<file path="config.mk">
export PLATFORM = sky130hd
export DESIGN_NAME = ata_taskfile_sequencer
export DESIGN_NICKNAME = d
export VERILOG_FILES = /design/src/sv/ats_pkg.sv /design/src/sv/ats_front.sv /design/src/sv/ats_seq.sv /design/src/sv/ata_taskfile_sequencer.sv
export SDC_FILE = /design/constraint.sdc
export NUM_CORES = 1
export LEC_CHECK = 0
export BUFFER_PORTS_ARGS = -buffer_cell sky130_fd_sc_hd__buf_2
export CORE_MARGIN = 2
export CORE_UTILIZATION = 30
export CTS_CLUSTER_SIZE = 20
export DETAILED_ROUTE_END_ITERATION = 10
export PLACE_DENSITY_LB_ADDON = 0.05
export SYNTH_ARGS = -nofsm -noshare
export SYNTH_HDL_FRONTEND = slang
export SYNTH_SLANG_ARGS = --single-unit
export TNS_END_PERCENT = 100
</file>
<file path="constraint.sdc">
create_clock -name clk -period 9.4 [get_ports clk]
set_clock_uncertainty 0.1 [all_clocks]
set_input_delay 0 -clock clk [delete_from_list [all_inputs] [get_ports clk]]
set_output_delay 0 -clock clk [all_outputs]
set_load 0.02 [all_outputs]
</file>
<file path="src/sv/ats_pkg.sv">
// Shared types and constants for the ATA task-file sequencer.
package ats_pkg;

    // Register block select
    localparam logic BLK_CMD = 1'b0;
    localparam logic BLK_CTL = 1'b1;

    // Register offsets within a block
    localparam logic [2:0] OFF_CTL     = 3'd2;
    localparam logic [2:0] OFF_COUNT   = 3'd2;
    localparam logic [2:0] OFF_LBA0    = 3'd3;
    localparam logic [2:0] OFF_LBA1    = 3'd4;
    localparam logic [2:0] OFF_LBA2    = 3'd5;
    localparam logic [2:0] OFF_DEVSEL  = 3'd6;
    localparam logic [2:0] OFF_COMMAND = 3'd7;

    // Register values
    localparam logic [7:0] NIEN          = 8'h02;
    localparam logic [7:0] HOB           = 8'h80;
    localparam logic [7:0] DEV_LBA       = 8'hE0;
    localparam logic [7:0] DEV_CHS       = 8'hA0;
    localparam logic [7:0] CMD_READ      = 8'h20;
    localparam logic [7:0] CMD_READ_EXT  = 8'h24;
    localparam logic [7:0] CMD_WRITE     = 8'h30;
    localparam logic [7:0] CMD_WRITE_EXT = 8'h34;

    // Address geometry
    localparam int         LBA28_BITS   = 28;
    localparam int         QUOT_BITS    = 23;
    localparam int         RECIP_SHIFT  = 34;
    localparam logic [6:0] SECT_PER_TRK = 7'd63;
    // floor(2^34 / 63): quotient estimate is exact or one low for 28-bit inputs
    localparam logic [28:0] RECIP63     = 29'd272696336;

    // Configuration register indexes
    typedef enum logic [0:0] {
        CFG_DRIVE_SELECT    = 1'b0,
        CFG_LBA28_SUPPORTED = 1'b1
    } cfg_index_t;

    // Fully decoded request handed to the write sequencer
    typedef struct packed {
        logic       lba48;
        logic [7:0] dev_head;
        logic [7:0] count_lo;
        logic [7:0] count_hi;
        logic [7:0] addr0;
        logic [7:0] addr1;
        logic [7:0] addr2;
        logic [7:0] addr3;
        logic [7:0] addr4;
        logic [7:0] addr5;
        logic [7:0] cmd_code;
    } job_t;

    // Write sequencer positions
    typedef enum logic [4:0] {
        ST_NIEN,
        ST_DEVSEL,
        ST_CNTH_HOB,
        ST_CNTH,
        ST_CNTH_CLR,
        ST_L3_HOB,
        ST_L3,
        ST_L3_CLR,
        ST_L4_HOB,
        ST_L4,
        ST_L4_CLR,
        ST_L5_HOB,
        ST_L5,
        ST_L5_CLR,
        ST_COUNT,
        ST_LBA0,
        ST_LBA1,
        ST_LBA2,
        ST_COMMAND
    } seq_state_t;

endpackage

</file>
<file path="src/sv/ats_front.sv">
// Three-stage request decode: capture, reciprocal multiply, CHS correction and job build.
module ats_front
(
    input  logic                clk,
    input  logic                rst_n,
    input  logic                in_valid,
    output logic                in_ready,
    input  logic                command,
    input  logic [47:0]         block_address,
    input  logic [8:0]          sector_count,
    input  logic                drive_select,
    input  logic                lba28_supported,
    output logic                job_valid,
    input  logic                job_ready,
    output ats_pkg::job_t       job
);

    localparam int PROD_BITS = ats_pkg::LBA28_BITS + 29;

    // Stage 1 registers
    logic        s1_valid_reg;
    logic        s1_cmd_reg;
    logic [47:0] s1_lba_reg;
    logic [8:0]  s1_cnt_reg;
    logic        s1_drv_reg;
    logic        s1_lba28_reg;
    logic        s1_lba48_reg;

    // Stage 2 registers
    logic                           s2_valid_reg;
    logic                           s2_cmd_reg;
    logic [47:0]                    s2_lba_reg;
    logic [8:0]                     s2_cnt_reg;
    logic                           s2_drv_reg;
    logic                           s2_lba28_reg;
    logic                           s2_lba48_reg;
    logic [ats_pkg::QUOT_BITS-1:0]  s2_quot_reg;

    // Stage 3 registers
    logic          s3_valid_reg;
    ats_pkg::job_t s3_job_reg;
    ats_pkg::job_t s3_job_next;

    logic s1_ready;
    logic s2_ready;
    logic s3_ready;

    logic [PROD_BITS-1:0]          prod;
    logic [28:0]                   quot_x63;
    logic [28:0]                   rem_raw;
    logic [6:0]                    rem_fix;
    logic [ats_pkg::QUOT_BITS-1:0] quot_fix;
    logic [7:0]                    sect;
    logic [3:0]                    chs_head;
    logic [15:0]                   chs_cyl;
    logic [7:0]                    drv_bit;

    // Stall chain: a stage moves when it is empty or the next one moves
    assign s3_ready = !s3_valid_reg || job_ready;
    assign s2_ready = !s2_valid_reg || s3_ready;
    assign s1_ready = !s1_valid_reg || s2_ready;
    assign in_ready = s1_ready;

    // Advance valid bits
    always_ff @(posedge clk or negedge rst_n)
    begin
        if (!rst_n)
        begin
            s1_valid_reg <= 1'b0;
            s2_valid_reg <= 1'b0;
            s3_valid_reg <= 1'b0;
        end
        else
        begin
            if (s1_ready)
            begin
                s1_valid_reg <= in_valid;
            end
            if (s2_ready)
            begin
                s2_valid_reg <= s1_valid_reg;
            end
            if (s3_ready)
            begin
                s3_valid_reg <= s2_valid_reg;
            end
        end
    end

    // Stage 1: capture request and configuration, flag large addresses
    always_ff @(posedge clk)
    begin
        if (s1_ready && in_valid)
        begin
            s1_cmd_reg   <= command;
            s1_lba_reg   <= block_address;
            s1_cnt_reg   <= sector_count;
            s1_drv_reg   <= drive_select;
            s1_lba28_reg <= lba28_supported;
            s1_lba48_reg <= |block_address[47:ats_pkg::LBA28_BITS];
        end
    end

    // Stage 2: estimate low address / 63 by reciprocal multiply
    assign prod = s1_lba_reg[ats_pkg::LBA28_BITS-1:0] * ats_pkg::RECIP63;

    always_ff @(posedge clk)
    begin
        if (s2_ready && s1_valid_reg)
        begin
            s2_cmd_reg   <= s1_cmd_reg;
            s2_lba_reg   <= s1_lba_reg;
            s2_cnt_reg   <= s1_cnt_reg;
            s2_drv_reg   <= s1_drv_reg;
            s2_lba28_reg <= s1_lba28_reg;
            s2_lba48_reg <= s1_lba48_reg;
            s2_quot_reg  <= prod[PROD_BITS-1:ats_pkg::RECIP_SHIFT];
        end
    end

    // Stage 3: fix the quotient estimate, split into sector, head, cylinder
    assign quot_x63 = {s2_quot_reg, 6'b0} - {6'b0, s2_quot_reg};
    assign rem_raw  = {1'b0, s2_lba_reg[ats_pkg::LBA28_BITS-1:0]} - quot_x63;

    always_comb
    begin
        if (rem_raw[6:0] >= ats_pkg::SECT_PER_TRK)
        begin
            rem_fix  = rem_raw[6:0] - ats_pkg::SECT_PER_TRK;
            quot_fix = s2_quot_reg + {{(ats_pkg::QUOT_BITS-1){1'b0}}, 1'b1};
        end
        else
        begin
            rem_fix  = rem_raw[6:0];
            quot_fix = s2_quot_reg;
        end
    end

    assign sect     = {1'b0, rem_fix} + 8'd1;
    assign chs_head = quot_fix[3:0];
    assign chs_cyl  = quot_fix[19:4];
    assign drv_bit  = {3'b0, s2_drv_reg, 4'b0};

    // Build the byte set for the sequencer
    always_comb
    begin
        s3_job_next.lba48    = s2_lba48_reg;
        s3_job_next.count_lo = s2_cnt_reg[7:0];
        s3_job_next.count_hi = {7'b0, s2_cnt_reg[8]};
        s3_job_next.addr3    = s2_lba_reg[31:24];
        s3_job_next.addr4    = s2_lba_reg[39:32];
        s3_job_next.addr5    = s2_lba_reg[47:40];
        if (s2_lba48_reg)
        begin
            s3_job_next.dev_head = ats_pkg::DEV_LBA | drv_bit;
            s3_job_next.addr0    = s2_lba_reg[7:0];
            s3_job_next.addr1    = s2_lba_reg[15:8];
            s3_job_next.addr2    = s2_lba_reg[23:16];
            s3_job_next.cmd_code = s2_cmd_reg ? ats_pkg::CMD_WRITE_EXT
                                              : ats_pkg::CMD_READ_EXT;
        end
        else if (s2_lba28_reg)
        begin
            s3_job_next.dev_head = ats_pkg::DEV_LBA | drv_bit
                                 | {4'b0, s2_lba_reg[27:24]};
            s3_job_next.addr0    = s2_lba_reg[7:0];
            s3_job_next.addr1    = s2_lba_reg[15:8];
            s3_job_next.addr2    = s2_lba_reg[23:16];
            s3_job_next.cmd_code = s2_cmd_reg ? ats_pkg::CMD_WRITE
                                              : ats_pkg::CMD_READ;
        end
        else
        begin
            s3_job_next.dev_head = ats_pkg::DEV_CHS | drv_bit | {4'b0, chs_head};
            s3_job_next.addr0    = sect;
            s3_job_next.addr1    = chs_cyl[7:0];
            s3_job_next.addr2    = chs_cyl[15:8];
            s3_job_next.cmd_code = s2_cmd_reg ? ats_pkg::CMD_WRITE
                                              : ats_pkg::CMD_READ;
        end
    end

    always_ff @(posedge clk)
    begin
        if (s3_ready && s2_valid_reg)
        begin
            s3_job_reg <= s3_job_next;
        end
    end

    assign job_valid = s3_valid_reg;
    assign job       = s3_job_reg;

endmodule

</file>
<file path="src/sv/ats_seq.sv">
// Writes a decoded job out, one register per cycle while out_ready is high.
module ats_seq
(
    input  logic          clk,
    input  logic          rst_n,
    input  logic          job_valid,
    output logic          job_ready,
    input  ats_pkg::job_t job,
    output logic          out_valid,
    input  logic          out_ready,
    output logic          port_block,
    output logic [2:0]    port_offset,
    output logic [7:0]    write_value,
    output logic          last
);

    ats_pkg::seq_state_t state_reg;
    ats_pkg::seq_state_t state_next;
    logic                busy_reg;
    logic                busy_next;
    ats_pkg::job_t       job_reg;
    logic                job_load;

    // Take a new job when idle or as the command write leaves
    assign job_ready = !busy_reg
                    || (out_ready && (state_reg == ats_pkg::ST_COMMAND));
    assign job_load  = job_valid && job_ready;

    // Next state
    always_comb
    begin
        state_next = state_reg;
        busy_next  = busy_reg;
        if (!busy_reg)
        begin
            if (job_valid)
            begin
                busy_next  = 1'b1;
                state_next = ats_pkg::ST_NIEN;
            end
        end
        else if (out_ready)
        begin
            case (state_reg)
                ats_pkg::ST_NIEN:     state_next = ats_pkg::ST_DEVSEL;
                ats_pkg::ST_DEVSEL:   state_next = job_reg.lba48 ? ats_pkg::ST_CNTH_HOB
                                                                 : ats_pkg::ST_COUNT;
                ats_pkg::ST_CNTH_HOB: state_next = ats_pkg::ST_CNTH;
                ats_pkg::ST_CNTH:     state_next = ats_pkg::ST_CNTH_CLR;
                ats_pkg::ST_CNTH_CLR: state_next = ats_pkg::ST_L3_HOB;
                ats_pkg::ST_L3_HOB:   state_next = ats_pkg::ST_L3;
                ats_pkg::ST_L3:       state_next = ats_pkg::ST_L3_CLR;
                ats_pkg::ST_L3_CLR:   state_next = ats_pkg::ST_L4_HOB;
                ats_pkg::ST_L4_HOB:   state_next = ats_pkg::ST_L4;
                ats_pkg::ST_L4:       state_next = ats_pkg::ST_L4_CLR;
                ats_pkg::ST_L4_CLR:   state_next = ats_pkg::ST_L5_HOB;
                ats_pkg::ST_L5_HOB:   state_next = ats_pkg::ST_L5;
                ats_pkg::ST_L5:       state_next = ats_pkg::ST_L5_CLR;
                ats_pkg::ST_L5_CLR:   state_next = ats_pkg::ST_COUNT;
                ats_pkg::ST_COUNT:    state_next = ats_pkg::ST_LBA0;
                ats_pkg::ST_LBA0:     state_next = ats_pkg::ST_LBA1;
                ats_pkg::ST_LBA1:     state_next = ats_pkg::ST_LBA2;
                ats_pkg::ST_LBA2:     state_next = ats_pkg::ST_COMMAND;
                ats_pkg::ST_COMMAND:
                begin
                    if (job_valid)
                    begin
                        state_next = ats_pkg::ST_NIEN;
                    end
                    else
                    begin
                        busy_next = 1'b0;
                    end
                end
                default:              state_next = ats_pkg::ST_NIEN;
            endcase
        end
    end

    // Hold state and busy flag
    always_ff @(posedge clk or negedge rst_n)
    begin
        if (!rst_n)
        begin
            state_reg <= ats_pkg::ST_NIEN;
            busy_reg  <= 1'b0;
        end
        else
        begin
            state_reg <= state_next;
            busy_reg  <= busy_next;
        end
    end

    // Hold the job being sent
    always_ff @(posedge clk)
    begin
        if (job_load)
        begin
            job_reg <= job;
        end
    end

    // Drive the write for the current position
    always_comb
    begin
        port_block  = ats_pkg::BLK_CMD;
        port_offset = ats_pkg::OFF_CTL;
        write_value = ats_pkg::NIEN;
        last        = 1'b0;
        case (state_reg)
            ats_pkg::ST_NIEN,
            ats_pkg::ST_CNTH_CLR,
            ats_pkg::ST_L3_CLR,
            ats_pkg::ST_L4_CLR,
            ats_pkg::ST_L5_CLR:
            begin
                port_block  = ats_pkg::BLK_CTL;
                port_offset = ats_pkg::OFF_CTL;
                write_value = ats_pkg::NIEN;
            end
            ats_pkg::ST_CNTH_HOB,
            ats_pkg::ST_L3_HOB,
            ats_pkg::ST_L4_HOB,
            ats_pkg::ST_L5_HOB:
            begin
                port_block  = ats_pkg::BLK_CTL;
                port_offset = ats_pkg::OFF_CTL;
                write_value = ats_pkg::HOB | ats_pkg::NIEN;
            end
            ats_pkg::ST_DEVSEL:
            begin
                port_offset = ats_pkg::OFF_DEVSEL;
                write_value = job_reg.dev_head;
            end
            ats_pkg::ST_CNTH:
            begin
                port_offset = ats_pkg::OFF_COUNT;
                write_value = job_reg.count_hi;
            end
            ats_pkg::ST_L3:
            begin
                port_offset = ats_pkg::OFF_LBA0;
                write_value = job_reg.addr3;
            end
            ats_pkg::ST_L4:
            begin
                port_offset = ats_pkg::OFF_LBA1;
                write_value = job_reg.addr4;
            end
            ats_pkg::ST_L5:
            begin
                port_offset = ats_pkg::OFF_LBA2;
                write_value = job_reg.addr5;
            end
            ats_pkg::ST_COUNT:
            begin
                port_offset = ats_pkg::OFF_COUNT;
                write_value = job_reg.count_lo;
            end
            ats_pkg::ST_LBA0:
            begin
                port_offset = ats_pkg::OFF_LBA0;
                write_value = job_reg.addr0;
            end
            ats_pkg::ST_LBA1:
            begin
                port_offset = ats_pkg::OFF_LBA1;
                write_value = job_reg.addr1;
            end
            ats_pkg::ST_LBA2:
            begin
                port_offset = ats_pkg::OFF_LBA2;
                write_value = job_reg.addr2;
            end
            ats_pkg::ST_COMMAND:
            begin
                port_offset = ats_pkg::OFF_COMMAND;
                write_value = job_reg.cmd_code;
                last        = 1'b1;
            end
            default:
            begin
                port_block  = ats_pkg::BLK_CTL;
            end
        endcase
    end

    assign out_valid = busy_reg;

endmodule

</file>
<file path="src/sv/ata_taskfile_sequencer.sv">
// A request passes the three decode stages and the sequencer busy flag before its first write.
// A request makes 7 writes in LBA28 or CHS mode and 19 in LBA48 mode, one write per cycle on
// the result port while out_ready is high; requests enter each cycle while in_ready is high.
// The CHS divide by 63 uses one 28x29 reciprocal multiply in the second decode stage.
// Reset clears drive_select and lba28_supported to 0 and empties all stages.
// Top level of the ATA task-file sequencer: configuration registers and the two pipeline parts.
module ata_taskfile_sequencer
(
    input  logic        clk,
    input  logic        rst_n,
    input  logic        cfg_valid,
    output logic        cfg_ready,
    input  logic [0:0]  cfg_index,
    input  logic        cfg_data,
    input  logic        in_valid,
    output logic        in_ready,
    input  logic        command,
    input  logic [47:0] block_address,
    input  logic [8:0]  sector_count,
    output logic        out_valid,
    input  logic        out_ready,
    output logic        port_block,
    output logic [2:0]  port_offset,
    output logic [7:0]  write_value,
    output logic        last
);

    logic          drive_select_reg;
    logic          lba28_supported_reg;
    logic          job_valid;
    logic          job_ready;
    ats_pkg::job_t job;

    assign cfg_ready = 1'b1;

    // Write configuration registers
    always_ff @(posedge clk or negedge rst_n)
    begin
        if (!rst_n)
        begin
            drive_select_reg    <= 1'b0;
            lba28_supported_reg <= 1'b0;
        end
        else if (cfg_valid)
        begin
            if (cfg_index == ats_pkg::CFG_DRIVE_SELECT)
            begin
                drive_select_reg <= cfg_data;
            end
            if (cfg_index == ats_pkg::CFG_LBA28_SUPPORTED)
            begin
                lba28_supported_reg <= cfg_data;
            end
        end
    end

    ats_front u_front
    (
        .clk             (clk),
        .rst_n           (rst_n),
        .in_valid        (in_valid),
        .in_ready        (in_ready),
        .command         (command),
        .block_address   (block_address),
        .sector_count    (sector_count),
        .drive_select    (drive_select_reg),
        .lba28_supported (lba28_supported_reg),
        .job_valid       (job_valid),
        .job_ready       (job_ready),
        .job             (job)
    );

    ats_seq u_seq
    (
        .clk         (clk),
        .rst_n       (rst_n),
        .job_valid   (job_valid),
        .job_ready   (job_ready),
        .job         (job),
        .out_valid   (out_valid),
        .out_ready   (out_ready),
        .port_block  (port_block),
        .port_offset (port_offset),
        .write_value (write_value),
        .last        (last)
    );

endmodule

</file>
Word level (Yosys, flattened, before mapping)

Cells that the tools add are included.

Mux-type cells: 22
Bitwise gates (word level): 3
Equal/unequal tests: 19
Add/sub/neg operators: 5
$lt $le $gt $ge: 1
Reduce and logical (&&, ||, !) cells: 22
$mul: 1

Operator list:

| cell                                                               | count |
|---|---|
| case mux 5 bit (19 select lines)                                   | 1 |
| case mux 8 bit (11 select lines)                                   | 1 |
| multiplier 28 x 25 -> 50 bit (second input constant)               | 1 |
| 2-to-1 mux 24 bit                                                  | 2 |
| equality test 5 x 4 -> 1 bit (second input constant)               | 8 |
| 2-to-1 mux 5 bit                                                   | 6 |
| adder 20 x 1 -> 20 bit (second input constant)                     | 1 |
| equality test 5 x 3 -> 1 bit (second input constant)               | 4 |
| 2-to-1 mux 20 bit                                                  | 1 |
| OR reduction 20 bit                                                | 1 |
| 2-to-1 mux 8 bit                                                   | 2 |
| bitwise OR 8 x 4 -> 8 bit                                          | 2 |
| equality test 5 bit (second input constant)                        | 3 |
| case mux 3 bit (5 select lines)                                    | 1 |
| subtractor 7 bit                                                   | 2 |
| equality test 5 x 2 -> 1 bit (second input constant)               | 2 |
| OR reduction 10 bit                                                | 1 |
| adder 7 x 1 -> 8 bit (second input constant)                       | 1 |
| greater-or-equal comparator 7 x 6 -> 1 bit (second input constant) | 1 |
| 2-to-1 mux 7 bit                                                   | 1 |
| subtractor 7 x 6 -> 7 bit (second input constant)                  | 1 |
| 2-to-1 mux 1 bit                                                   | 6 |
| OR reduction 2 bit                                                 | 3 |
| equality test 5 x 1 -> 1 bit (second input constant)               | 1 |
| other kinds (9)                                                    | 20 |

Output and inout bits: 16
Register bits after elaboration: 301

Longest topological paths before layout

Depth after elaboration: 7
Gate-level depth with buffers: 19
Mapped depth without buffers: 19

By module

Synthesis repeated with hierarchy kept, for this count alone.

Cells, all modules: 1132
Area total of the unflattened synthesis: 15429.8 µm²

Modules (own cells, without submodules):

| module                 | instances | cells an instance | area each (µm²) |
|---|---|---|---|
| ats_front              | 1         | 864               | 11543.6 |
| ats_seq                | 1         | 260               | 3788.6 |
| ata_taskfile_sequencer | 1         | 8                 | 97.6 |

Worst setup path after synthesis

Ideal clock, no wire load.

Path kind: reg-to-reg
Start: reg u_seq.state_reg[3]
End: reg u_seq.job_reg[10] (netlist name) (enable)
Arrival: 5031 ps
Stages on the path, launching flop included: 7
Data required time: 8790 ps
Path slack: 3759 ps
Buffers on the path: 2
Cells stage by stage: dfrtp_1 -> clkbuf_1 -> or2_2 -> clkbuf_1 -> nor3_1 -> nand2_1 -> a21oi_1

Word-level cells in the longest chain between the ends: 4

Ends and longest elaborated chain:

| item                   | line           | source |
|---|---|---|
| start, declared        | ats_seq.sv:17  | `ats_pkg::seq_state_t state_reg;` |
| start signal, assigned | ats_seq.sv:85  | `state_reg <= ats_pkg::ST_NIEN;` |
| start signal, assigned | ats_seq.sv:90  | `state_reg <= state_next;` |
| equality test 5 bit    | ats_seq.sv:26  | `\|\| (out_ready && (state_reg == ats_pkg::ST_COMMAND));` |
| logical AND 1 bit      | ats_seq.sv:26  |  |
| logical OR 1 bit       | ats_seq.sv:26  |  |
| logical AND 1 bit      | ats_seq.sv:27  | `assign job_load = job_valid && job_ready;` |
| via u_seq.job_load     | ats_seq.sv:22  | `logic job_load;` |
| end signal, assigned   | ats_seq.sv:100 | `job_reg <= job;` |
| end, declared          | ats_seq.sv:21  | `ats_pkg::job_t job_reg;` |

The timed path passes the listed nets, and every way through them passes these cells.
A chain may end at the register's enable or synchronous reset.

Final worst setup path

Start: reg u_front.s1_lba_reg[7]
End: reg u_front.s2_quot_reg[18] (netlist name), data pin

Word-level cells in the longest chain between the ends: 1

Ends and longest elaborated chain:

| item                         | line             | source |
|---|---|---|
| start, declared              | ats_front.sv:23  | `logic [47:0] s1_lba_reg;` |
| start signal, assigned       | ats_front.sv:96  | `s1_lba_reg <= block_address;` |
| multiplier 28 x 25 -> 50 bit | ats_front.sv:105 | `assign prod = s1_lba_reg[ats_pkg::LBA28_BITS-1:0] * ats_pkg::RECIP63;` |
| via u_front.prod[52]         | ats_front.sv:48  | `logic [PROD_BITS-1:0] prod;` |
| end signal, assigned         | ats_front.sv:117 | `s2_quot_reg <= prod[PROD_BITS-1:ats_pkg::RECIP_SHIFT];` |
| end, declared                | ats_front.sv:37  | `logic [ats_pkg::QUOT_BITS-1:0] s2_quot_reg;` |

The timed path passes the listed nets, and every way through them passes these cells.

==> results.md <==
* Clk buf depth at 3
* Vias in the first global route at ~9300
* Mapped Area at between 0.01 and 0.015 mm2
* Pwr dens at ~270 mW/mm2
* Post-route cell area at around 0.018 mm2
* Synthesized net count at ~1300
* Drt pass-1 iters at 6
* Initial Utilization at a little under a third
* Synth Register Bits at 283
* Reg2Reg Depth at 19
* Register area share after synthesis at 58.0%
* R2R Path Start: u_front.s1_lba_reg[7]
* Initial antenna violation count at 1
* Synth top cells by count: 272 x edfxtp_1, 158 x ha_1, 101 x inv_1
* Wire per inst at about 20 um
* First-pass GRT wire length at roughly 58 mm
* Top FF cell, synth: edfxtp_1
* Largest net degree at the start of global routing at a little over 60
* CP Launch Type: register
* Via count at about 9000
* Initial drt markers at approximately 500
* WP buf/inv at 4
* Asr flop ratio synth at a little under 4%
* FF-to-FF End: u_front.s2_quot_reg[18]
* Post-synth top area share at 56.1%
* Tmin final at approximately 5.8 ns
* Cell family with most CP delay: adder cells
* Fraction of layout cells with a size suffix above 1 at a little over an eighth
* CTS tree: yes
* Overflow after GRT at 0
* Worst-Margin Slew at roughly 1.2 ns
* Final setup margin at 3.62 ns
* RSZ-0062 raised after global routing: no
* Relative slew slack at a little under 20%
* IO Port Bufs at 79
* Slowest-stage cell, CP: fa_1
* CTS root buf: clkbuf_16
* Status: completed
* IO Count at between 80 and 90
* Tcrit/Tclk final at between 60% and 70%
* Row count at 80
* EDFF count, synth at 272
* Dominant cell type by area after synthesis: edfxtp_1
* CTS buffer count at 36
* Crit path largest cell delay at approximately 0.55 ns
* Synthesis Warnings at 0
* DRC at 0
* TNS Setup at 0 ns
* CP Data Required Time at approximately 9.6 ns
* Pleak at about 7 nW
* DIE WIDTH at about 220 um
* WHS Path Cells at 2
* DIE HEIGHT at 224 um
* Num Clock Sinks at about 280
* Final setup violation count at 0
* Worst Path Arrival at about 5.9 ns
* DP Cell Count at 1772
* Core Area at approximately 0.048 mm2
* Clock Latency Late Sink at approximately 0.54 ns
* CP Class: register to register
* Sequence of cells on the critical path: ha_1, inv_1, fa_1, inv_1, fa_1, inv_1, fa_1, inv_1, ha_1, ha_1, a21oi_1, o211ai_1, a21o_1, o2bb2ai_1, o31ai_1, a21oi_1, o41ai_2, o21bai_1, xor2_1
* Nets at between 1500 and 2000
* Critical Path Sink Type: register
* Yosys cell types at 75
* Final count of pins violating max slew at 0
* Syn Area/Cell at about 13 um2
* Area delta synth->final at 20.7%
* DPL Wire Length at ~27 mm
* Final hold violation count at 0
* Post-CTS sizing at 0
* Crit-path most repeated cell: inv_1
* Hold Path Class: primary input to register
* Largest cells by area after synthesis: edfxtp_1 56%, ha_1 14%, fa_1 4.0%
* Worst vdd ir at 0.135 mV
* Min-Delay Endpoint: u_front.s1_cnt_reg[1]
* Die area at slightly above 0.05 mm2
* H-tree depth at 2
* Setup Slack @ Placement at around 3.7 ns
* Cells after synthesis at approximately 1100
* Number of vias per cell at roughly 4.7
* F_max at approximately 170 MHz
* Placed Area at 0.0157 mm2
* # diodes at 0
* Fin cells at ~1900
* Most common cell in the netlist: edfxtp_1
* Fin util at between 30 and 40%
* Final wirelength at roughly 38 mm
* Crit Path Max Fanout at 6
* GR Util All Layers at roughly 15%
* Reg2reg setup slack at about 3.6 ns
* Antenna Violating Nets Remaining at 0
* Max-Cap Viols at 0
* Clock transition at path regs at 0.06 ns
* Gpl congestion at roughly 0.82
* Hold path startpoint: sector_count[1]
-- power breakdown --
part           total, mW  internal [mW]  switching (mW)
Sequential          1.64           1.56          0.0808
Clock               1.35          0.809           0.539
Combinational       1.73          0.676            1.06
Total               4.72           3.04            1.68
-- layout make-up --
| type | count | area, um2 |
|---|---|---|
| clock buffer | 44 | 952 |
| clock inverter | 21 | 204 |
| fill | 4662 | 30300 |
| inverter | 101 | 379 |
| multi-input combinational | 683 | 5670 |
| sequential | 283 | 8440 |
| tap | 615 | 769 |
| timing repair buffer | 157 | 1150 |
-- per-stage QoR --
step | total power [mW] | hold WS, ns
6_report | 4.72 | 0.0660
5_1_grt | 5.06 | 0.0468
4_1_cts | 4.79 | 0.0306
3_5_place_dp | 3.39 | -0.181
3_3_place_gp | 3.40 | -0.184
2_1_floorplan | 2.88 | -0.396
-- logic make-up (layout without fill, tap and decap cells) --
| kind of cell | after synthesis | in the layout | synth area share (%) |
|---|---|---|---|
| flip-flops | 283 | 283 | 58.0 |
| AND/OR/NAND/NOR | 230 | 230 | 7.87 |
| AO/OA/AOI/OAI | 194 | 194 | 8.87 |
| adder cells (fa/ha/maj) | 187 | 187 | 17.6 |
| buffers and inverters | 122 | 323 | 3.22 |
| XOR/XNOR | 54 | 54 | 3.25 |
| multiplexers | 17 | 17 | 1.19 |
| other | 1 | 1 | 0.0258 |
-- layer usage --
metal | up-vias | GRT usage (%) | routed length, um
li1 | 4397 | - | -
met1 | 4390 | 22.0 | 18700
met2 | 122 | 24.6 | 17100
met3 | 47 | 2.22 | 1020
met4 | 0 | 4.25 | 720
met5 | - | 0 | 0
-- worst max path at each step --
stage | from | endpoint | slack (ns) | depth (start not counted)
6_report | u_front.s1_lba_reg[7] | u_front.s2_quot_reg[18] | 3.62 | 19
5_1_grt | u_front.s1_lba_reg[9] | u_front.s2_quot_reg[18] | 3.28 | 17
4_1_cts | u_front.s1_lba_reg[7] | u_front.s2_quot_reg[18] | 3.63 | 19
3_5_place_dp | u_front.s1_lba_reg[9] | u_front.s2_quot_reg[18] | 3.68 | 17
3_3_place_gp | u_front.s1_lba_reg[7] | u_front.s2_quot_reg[18] | 3.82 | 19
2_1_floorplan | u_seq.state_reg[3] | u_seq.job_reg[10] | 3.76 | 6
-- layout by cell type (no fill, tap or decap), types with 18 or more instances in the layout --
master / Yosys / final
dlygate4sd3_1: 0 / 67
o21ai_0: 38 / 38
xnor2_1: 36 / 36
buf_2: 0 / 79
clkbuf_16: 0 / 37
nor2_1: 45 / 45
a21oi_1: 51 / 50
xor2_1: 18 / 18
inv_1: 101 / 101
edfxtp_1: 272 / 272
fa_1: 29 / 29
nand2_1: 70 / 70
a21o_1: 20 / 20
nand3_1: 29 / 29
nor3_1: 18 / 18
ha_1: 158 / 158
-- timing repair --
item | 4_1_cts | 5_1_grt
hold buffers | 67 | 0
hold endpoints to repair | 86 | 0
setup buffers | 0 | 0
(Power assumes the default switching activity.)
